$ cat config.mk
export PLATFORM = sky130hd
export DESIGN_NAME = arp_pending_packet_buffer_unit
export DESIGN_NICKNAME = d
export VERILOG_FILES = /design/src/sv/arppb_pkg.sv /design/src/sv/arppb_slot_store.sv /design/src/sv/arp_pending_packet_buffer_unit.sv
export SDC_FILE = /design/constraint.sdc
export NUM_CORES = 1
export LEC_CHECK = 0
export ABC_AREA = 0
export ABC_CLOCK_PERIOD_IN_PS = 8090
export BUFFER_PORTS_ARGS = -buffer_cell sky130_fd_sc_hd__buf_2
export CAP_MARGIN = 20
export CORE_MARGIN = 1
export CORE_UTILIZATION = 55
export CTS_CLUSTER_DIAMETER = 60
export DETAILED_ROUTE_END_ITERATION = 8
export PLACE_DENSITY = 0.81
export SKIP_CTS_REPAIR_TIMING = 1
export SYNTH_ARGS = -nofsm -noshare
export SYNTH_HDL_FRONTEND = slang
export SYNTH_SLANG_ARGS = --single-unit
$ cat constraint.sdc
create_clock -name clk -period 8.09 [get_ports clk]
set_input_delay 0.4045 -clock clk [delete_from_list [all_inputs] [get_ports clk]]
set_output_delay 0.4045 -clock clk [all_outputs]
set_load 0.05 [all_outputs]
$ cat src/sv/arppb_pkg.sv
// shared types and constants for the pending packet buffer
// used by arppb_slot_store and arp_pending_packet_buffer_unit
package arppb_pkg;

  localparam int SLOTS    = 8;
  localparam int HW_SLOTS = (SLOTS < 8) ? SLOTS : 8;
  localparam int IDX_W    = (HW_SLOTS > 1) ? $clog2(HW_SLOTS) : 1;
  localparam int SLOT_W   = 3;
  localparam int HANDLE_W = 16;
  localparam int HOP_W    = 32;
  localparam int TIME_W   = 32;
  localparam int ATT_W    = 8;
  localparam int MASK_W   = 8;
  localparam int ACT_W    = 2;
  localparam int IN_DATA_W  = 88;
  localparam int OUT_DATA_W = 56;

  localparam logic [ACT_W-1:0] ACT_SEND    = 2'd0;
  localparam logic [ACT_W-1:0] ACT_FAIL    = 2'd1;
  localparam logic [ACT_W-1:0] ACT_REQUEST = 2'd2;
  localparam logic [ACT_W-1:0] ACT_STORED  = 2'd3;

  localparam logic OP_INSERT = 1'b0;
  localparam logic OP_CHECK  = 1'b1;

  localparam logic [ATT_W-1:0] ATT_MAX = {ATT_W{1'b1}};

  typedef enum logic [2:0] {
    ST_IDLE,
    ST_INS_SCAN,
    ST_INS_EVICT,
    ST_INS_STORE,
    ST_CHK_SCAN
  } state_t;

  typedef struct packed {
    logic             store;
    logic             release_slot;
    logic             bump;
    logic [IDX_W-1:0] idx;
  } slot_cmd_t;

endpackage

$ cat src/sv/arppb_slot_store.sv
// slot storage: valid bits, attempt counts, handles, next hops, time stamps
// one read port, one update command per cycle; depends on arppb_pkg
module arppb_slot_store
  import arppb_pkg::*;
(
  input  logic                clk,
  input  logic                rst,
  input  slot_cmd_t           cmd,
  input  logic [HANDLE_W-1:0] wr_handle,
  input  logic [HOP_W-1:0]    wr_hop,
  input  logic [TIME_W-1:0]   wr_time,
  input  logic [IDX_W-1:0]    rd_idx,
  output logic [HANDLE_W-1:0] rd_handle,
  output logic [HOP_W-1:0]    rd_hop,
  output logic [TIME_W-1:0]   rd_time,
  output logic [ATT_W-1:0]    rd_attempts,
  output logic [HW_SLOTS-1:0] valid
);

  logic [HANDLE_W-1:0] handle_arr   [HW_SLOTS];
  logic [HOP_W-1:0]    hop_arr      [HW_SLOTS];
  logic [TIME_W-1:0]   time_arr     [HW_SLOTS];
  logic [ATT_W-1:0]    attempts_arr [HW_SLOTS];

  always_ff @(posedge clk) begin
    if (rst) begin
      valid <= '0;
      for (int i = 0; i < HW_SLOTS; i++) begin
        attempts_arr[i] <= '0;
      end
    end else begin
      if (cmd.store) begin
        valid[cmd.idx]        <= 1'b1;
        attempts_arr[cmd.idx] <= ATT_W'(1);
      end else if (cmd.release_slot) begin
        valid[cmd.idx] <= 1'b0;
      end else if (cmd.bump && attempts_arr[cmd.idx] != ATT_MAX) begin
        attempts_arr[cmd.idx] <= attempts_arr[cmd.idx] + ATT_W'(1);
      end
    end
  end

  always_ff @(posedge clk) begin
    if (cmd.store) begin
      handle_arr[cmd.idx] <= wr_handle;
      hop_arr[cmd.idx]    <= wr_hop;
      time_arr[cmd.idx]   <= wr_time;
    end
  end

  assign rd_handle   = handle_arr[rd_idx];
  assign rd_hop      = hop_arr[rd_idx];
  assign rd_time     = time_arr[rd_idx];
  assign rd_attempts = attempts_arr[rd_idx];

endmodule

$ cat src/sv/arp_pending_packet_buffer_unit.sv
// pending packet buffer: holds packets waiting for address resolution
// depends on arppb_pkg and arppb_slot_store
//
// s_* channel takes one command per transfer: s_tuser is the op (0 insert,
// 1 check), s_tdata carries handle, next hop, time stamp and resolved mask.
// m_* channel returns result transfers: m_tuser is the action, m_tlast marks
// the final result of a command.
// an insert scans slots one per cycle through a single 32-bit age compare,
// stopping at the first free slot, and gives an eviction result first
// when all 8 slots are full.
// a check visits all 8 slots, one per cycle when the receiver keeps up, and
// emits one result per occupied slot; an empty buffer gives no result.
// s_tready is high only between commands; the next command is taken the
// cycle after the previous one finishes.
// results sit in one output register; while it holds a result not yet taken
// the scan waits on the slot that has a result to give, and resumes once the register frees.
// max_attempts is written through cfg_wr_en/cfg_wr_data, reset value 3.
// reset empties every slot and clears the attempt counts.
module arp_pending_packet_buffer_unit
  import arppb_pkg::*;
(
  input  logic                  clk,
  input  logic                  rst,
  input  logic                  s_tvalid,
  output logic                  s_tready,
  // [15:0] handle, [47:16] hop_addr, [79:48] now, [87:80] resolved_mask
  input  logic [IN_DATA_W-1:0]  s_tdata,
  // [0] op
  input  logic                  s_tuser,
  output logic                  m_tvalid,
  input  logic                  m_tready,
  // [15:0] out_handle, [47:16] out_hop_addr, [50:48] slot, [55:51] zero
  output logic [OUT_DATA_W-1:0] m_tdata,
  // [1:0] action
  output logic [ACT_W-1:0]      m_tuser,
  output logic                  m_tlast,
  input  logic                  cfg_wr_en,
  input  logic [ATT_W-1:0]      cfg_wr_data
);

  localparam logic [IDX_W-1:0] LAST_IDX = IDX_W'(HW_SLOTS - 1);

  state_t              state, state_next;
  logic [IDX_W-1:0]    idx, idx_next;
  logic [IDX_W-1:0]    victim, victim_next;
  logic [TIME_W-1:0]   best_time, best_time_next;
  logic [ATT_W-1:0]    max_attempts;

  logic [HANDLE_W-1:0] handle_q;
  logic [HOP_W-1:0]    hop_q;
  logic [TIME_W-1:0]   now_q;
  logic [MASK_W-1:0]   mask_q;

  slot_cmd_t           cmd;
  logic [IDX_W-1:0]    rd_idx;
  logic [HANDLE_W-1:0] rd_handle;
  logic [HOP_W-1:0]    rd_hop;
  logic [TIME_W-1:0]   rd_time;
  logic [ATT_W-1:0]    rd_attempts;
  logic [HW_SLOTS-1:0] valid;
  logic [HW_SLOTS-1:0] valid_above;

  logic                out_free;
  logic                emit;
  logic [ACT_W-1:0]    emit_act;
  logic [HANDLE_W-1:0] emit_handle;
  logic [HOP_W-1:0]    emit_hop;
  logic [IDX_W-1:0]    emit_slot;
  logic                emit_last;

  arppb_slot_store u_store (
    .clk         (clk),
    .rst         (rst),
    .cmd         (cmd),
    .wr_handle   (handle_q),
    .wr_hop      (hop_q),
    .wr_time     (now_q),
    .rd_idx      (rd_idx),
    .rd_handle   (rd_handle),
    .rd_hop      (rd_hop),
    .rd_time     (rd_time),
    .rd_attempts (rd_attempts),
    .valid       (valid)
  );

  assign s_tready    = (state == ST_IDLE);
  assign out_free    = !m_tvalid || m_tready;
  assign rd_idx      = (state == ST_INS_EVICT) ? victim : idx;
  assign valid_above = valid >> idx;

  always_ff @(posedge clk) begin
    if (rst) begin
      state        <= ST_IDLE;
      idx          <= '0;
      victim       <= '0;
      max_attempts <= ATT_W'(3);
    end else begin
      state  <= state_next;
      idx    <= idx_next;
      victim <= victim_next;
      if (cfg_wr_en) begin
        max_attempts <= cfg_wr_data;
      end
    end
  end

  always_ff @(posedge clk) begin
    best_time <= best_time_next;
    if (s_tvalid && s_tready) begin
      handle_q <= s_tdata[15:0];
      hop_q    <= s_tdata[47:16];
      now_q    <= s_tdata[79:48];
      mask_q   <= s_tdata[87:80];
    end
  end

  always_comb begin
    state_next     = state;
    idx_next       = idx;
    victim_next    = victim;
    best_time_next = best_time;
    cmd            = '0;
    emit           = 1'b0;
    emit_act       = ACT_STORED;
    emit_handle    = rd_handle;
    emit_hop       = rd_hop;
    emit_slot      = idx;
    emit_last      = 1'b0;
    case (state)
      ST_IDLE: begin
        idx_next = '0;
        if (s_tvalid) begin
          state_next = (s_tuser == OP_CHECK) ? ST_CHK_SCAN : ST_INS_SCAN;
        end
      end
      ST_INS_SCAN: begin
        if (!valid[idx]) begin
          victim_next = idx;
          state_next  = ST_INS_STORE;
        end else begin
          // oldest search, earlier index kept on equal time stamps
          if (idx == '0 || rd_time < best_time) begin
            victim_next    = idx;
            best_time_next = rd_time;
          end
          if (idx == LAST_IDX) begin
            state_next = ST_INS_EVICT;
          end else begin
            idx_next = idx + IDX_W'(1);
          end
        end
      end
      ST_INS_EVICT: begin
        if (out_free) begin
          emit       = 1'b1;
          emit_act   = mask_q[victim] ? ACT_SEND : ACT_FAIL;
          emit_slot  = victim;
          state_next = ST_INS_STORE;
        end
      end
      ST_INS_STORE: begin
        if (out_free) begin
          emit        = 1'b1;
          emit_act    = ACT_STORED;
          emit_handle = handle_q;
          emit_hop    = hop_q;
          emit_slot   = victim;
          emit_last   = 1'b1;
          cmd.store   = 1'b1;
          cmd.idx     = victim;
          state_next  = ST_IDLE;
        end
      end
      ST_CHK_SCAN: begin
        if (!valid[idx] || out_free) begin
          if (valid[idx]) begin
            emit      = 1'b1;
            cmd.idx   = idx;
            // last result when no occupied slot follows this one
            emit_last = ((valid_above >> 1) == '0);
            if (mask_q[idx]) begin
              emit_act         = ACT_SEND;
              cmd.release_slot = 1'b1;
            end else if (rd_attempts > max_attempts) begin
              emit_act         = ACT_FAIL;
              cmd.release_slot = 1'b1;
            end else begin
              emit_act = ACT_REQUEST;
              cmd.bump = 1'b1;
            end
          end
          if (idx == LAST_IDX) begin
            state_next = ST_IDLE;
          end else begin
            idx_next = idx + IDX_W'(1);
          end
        end
      end
      default: begin
        state_next = ST_IDLE;
      end
    endcase
  end

  always_ff @(posedge clk) begin
    if (rst) begin
      m_tvalid <= 1'b0;
    end else if (emit) begin
      m_tvalid <= 1'b1;
    end else if (m_tready) begin
      m_tvalid <= 1'b0;
    end
  end

  always_ff @(posedge clk) begin
    if (emit) begin
      m_tdata <= {5'b0, SLOT_W'(emit_slot), emit_hop, emit_handle};
      m_tuser <= emit_act;
      m_tlast <= emit_last;
    end
  end

endmodule
==> metrics <==
outcome finished, final reports clean; Levels on crit path 16; growth of design area from synthesis to finish 15.9%; Yosys warnings 0; CP Data Arrival Time 6710 ps; Core Rows 93; Register-to-Register Path Depth 16; switching part of the total power 27.4%; DR vias 19400; number of input and output port buffers inserted 157; initial standard-cell utilization of the core a little under three fifths; area of all sequential standard cells between 20000 and 30000 um^2; cell types with the largest area share after synthesis edfxtp_1, mux4_2, mux2i_1; Hold Crit Class input port to flop; VDD IR max 243 uV; Core Box Area about 65000 um^2; number of hold violations in the final report 0; total track usage between 20% and 30%; HPWL reported at the end of detailed placement 46600 um; FF+latch count, synth roughly 900; Die X 258 um; r2r startpoint state[1]; critical path, cell by cell nor3b_2 > mux2i_4 > buf_12 > mux4_2 > mux2_2 > ha_1 > a21o_1 > a21o_1 > a211o_1 > o211ai_1 > a21oi_1 > o31ai_2 > nand2_1 > a21oi_1 > nor4b_4 > buf_4; fill cell instance count of the final layout between 4000 and 5000; drt first pass iters 6; worst slack after detailed placement 1660 ps; Final Critical Period around 6400 ps; initial antenna violation count 5; Hold WS just over 3 ps; register-to-register path setup slack roughly 1600 ps; maximum clock rate between 0.15 and 0.2 GHz; CTS tree done; via count of the first global-routing pass around 20000; maximum number of pins on one net before global-route repair 73; headroom to the max-slew limit a little under a third; count of distinct cell types in the synthesized netlist 73; setup violators final 0; H-tree depth 3; die extent in y between 200 and 300 um; start-to-end type of the worst setup path flop to flop; post-route fraction of the period consumed by the critical path approximately four fifths; clk sinks ~900; CP max stage cell mux2i_4; asr flop ratio synth 0%; final WL 84000 um; Critical Path RT 8360 ps; CP max stage delay between 800 and 900 ps; Congestion Overflow GR 0; Cell Int Power around 9100 uW; proportion of power drawn by flip-flops and latches 48.9%; fin worst setup slack ~1600 ps; source-to-sink clock delay at the later pin of the worst-skew pair ~640 ps; RD Place Congestion 0.933; Post-Syn Area around 36000 um^2; Worst setup startpoint state[1]; TritonCTS Buffers 92; slew at the pin with the worst max-slew slack 1010 ps; area of the multi-input gates about 8600 um^2; Static Leak between 0.01 and 0.015 uW; kind of cell with the highest combined delay on the critical path multiplexers; CP Buf/Inv Count 2; Final nets 2308; Mapped Avg Cell Area ~19 um^2; total die area 66500 um^2; maximum fanout encountered on the critical timing path 49; switching power between 3000 and 4000 uW; synthesized instance count 1880; predominant post-synthesis flop cell edfxtp_1; Antenna Nets Post-Route 0; max capacitance violation total 0; wire length of the first global-routing pass approximately 120000 um; nature of the critical path startpoint flop; post-route DRC violation count 0; setup repair after global routing missed its margin false; clk buf depth 3; max-slew violation count 0; capture point of the worst reg-to-reg path best_time[11]; clock transition at the registers of the reported paths 60 ps; Worst setup endpoint best_time[11]; Gate power share 17.8%; proportion of netlist area held by the largest area contributor 73.2%; num ports approximately 160; worst clock skew between 40 and 50 ps; Final TNS setup 0 ps; dominant cell type by area after synthesis edfxtp_1; power density of the placed cells between 300 and 400 nW/um^2; share of power burned in the clock network approximately 33%; clock root cell clkbuf_16; CP Capture Type flop; DR vias/cell 6.27; portion of the post-synthesis area used by sequential elements 74.6%; number of violations reported at the end of detailed-routing iteration 0 between 2000 and 2500; number of flops mapped to enable cells by yosys 878; wire length per cell ~27 um; fraction of layout cells with a size suffix above 1 a little over a quarter
[worst register-to-register path, cell delays in order, from the launching register on]
cell      delay (ps)
dfxtp_1          780
nor3b_2          680
mux2i_4          850
buf_12           450
mux4_2           590
mux2_2           300
ha_1             300
a21o_1           160
a21o_1           170
a211o_1          290
o211ai_1         120
a21oi_1          120
o31ai_2          290
nand2_1          130
a21oi_1          180
nor4b_4          200
buf_4            450
[cell usage in the layout (no fill, tap or decap), drive strengths merged, types with 3 or more instances in the layout]
master,count
a21o,11
a31oi,3
nor4,4
a2111oi,3
dlygate4sd3,83
bufinv,9
and3,10
diode,3
conb,5
a22oi,3
nand3,34
clkbuf,108
o211ai,7
mux4,183
o31ai,5
nor2b,5
and4,4
mux2i,71
o221a,3
ha,43
nand2b,7
buf,199
nor2,69
inv,57
and2,5
edfxtp,878
mux2,44
nand4,11
o21ai,91
a21oi,39
nand2,79
a211oi,10
o21a,5
dfxtp,26
clkinv,47
clkinvlp,4
nor3,31
[worst min path at each step]
stage | from | endpoint | slack [ps] | cells past startpoint
floorplan | max_attempts[0] | max_attempts[0] | 450 | 2
global placement | flop | flop | 480 | 2
detailed placement | flop | flop | 490 | 2
CTS | s_tdata[2] | handle_q[2] | -100 | 1
global route | cfg_wr_data[1] | max_attempts[1] | 10 | 3
finish | cfg_wr_data[1] | max_attempts[1] | 3 | 3
[per-stage QoR]
stage	std cells	util (%)	total power, uW	cell area [um^2]
floorplan	1884	-	7760	36000
global placement	2838	58.7	8340	37900
detailed placement	2838	58.7	8430	37900
CTS	3003	63.3	12600	40900
global route	3091	64.7	13000	41800
finish	3092	64.7	12600	41800
[Yosys cell counts (3+ instances only)]
library cell	instances
a2111oi_0	3
a211oi_1	10
a21o_1	11
a21oi_1	37
a22oi_1	3
and2_1	5
and3_1	10
and4_1	4
buf_1	26
buf_2	7
buf_4	5
clkbuf_1	60
dfxtp_1	26
edfxtp_1	878
ha_1	43
inv_1	59
mux2_2	44
mux2i_1	71
mux4_2	183
nand2_1	79
nand2b_1	7
nand3_1	34
nand4_1	10
nor2_1	69
nor2b_1	5
nor3_1	31
o211ai_1	6
o21a_1	5
o21ai_0	89
o31ai_1	4
[layout make-up]
cell class,instances,area share (%)
flip-flops and latches,904,64.4
repair buffers,283,4.69
inverters,59,0.551
clock inverters,58,1.38
well taps,855,2.56
clock buffers,107,5.79
multi-input cells,823,20.6
diodes,3,0.0180
[power by group through the flow]
| stage | Clock (uW) | Combinational (uW) | Sequential (uW) |
|---|---|---|---|
| after floorplan | 0 | 1410 | 6350 |
| after global placement | 0 | 2150 | 6190 |
| after detailed placement | 0 | 2200 | 6230 |
| after CTS | 4260 | 2230 | 6150 |
| after global routing | 4420 | 2400 | 6200 |
| final | 4210 | 2240 | 6150 |
[routing by layer]
layer | GRT usage, % | routed length [um]
met1 | 34.8 | 33500
met2 | 41.0 | 41000
met3 | 5.23 | 7210
met4 | 8.89 | 2330
met5 | 0 | 23
[flip-flops by register name (all words and copies together), names as in the netlist, named ones only]
name and flops:
u_store.time_arr 256, u_store.attempts_arr 64, hop_q 32, mask_q 8
victim 3, m_tdata 51, u_store.hop_arr 256, max_attempts 8
m_tlast 1, best_time 32, m_tvalid 1, idx 3
state 3, u_store.handle_arr 128, m_tuser 2, handle_q 16
now_q 32
[kinds of logic (layout without fill, tap and decap cells)]
kind of cell	after synthesis	count (layout)	share of synthesized area, %
xor+xnor	3	3	0.0730
buf+inv	157	507	1.71
compound gates	199	199	3.48
mux	298	298	14.8
other cells	1	8	0.0104
simple gates	275	275	3.80
fa+ha+maj	43	43	1.49
flops	904	904	74.6
No activity file was read; power rests on OpenSTA's default activity.
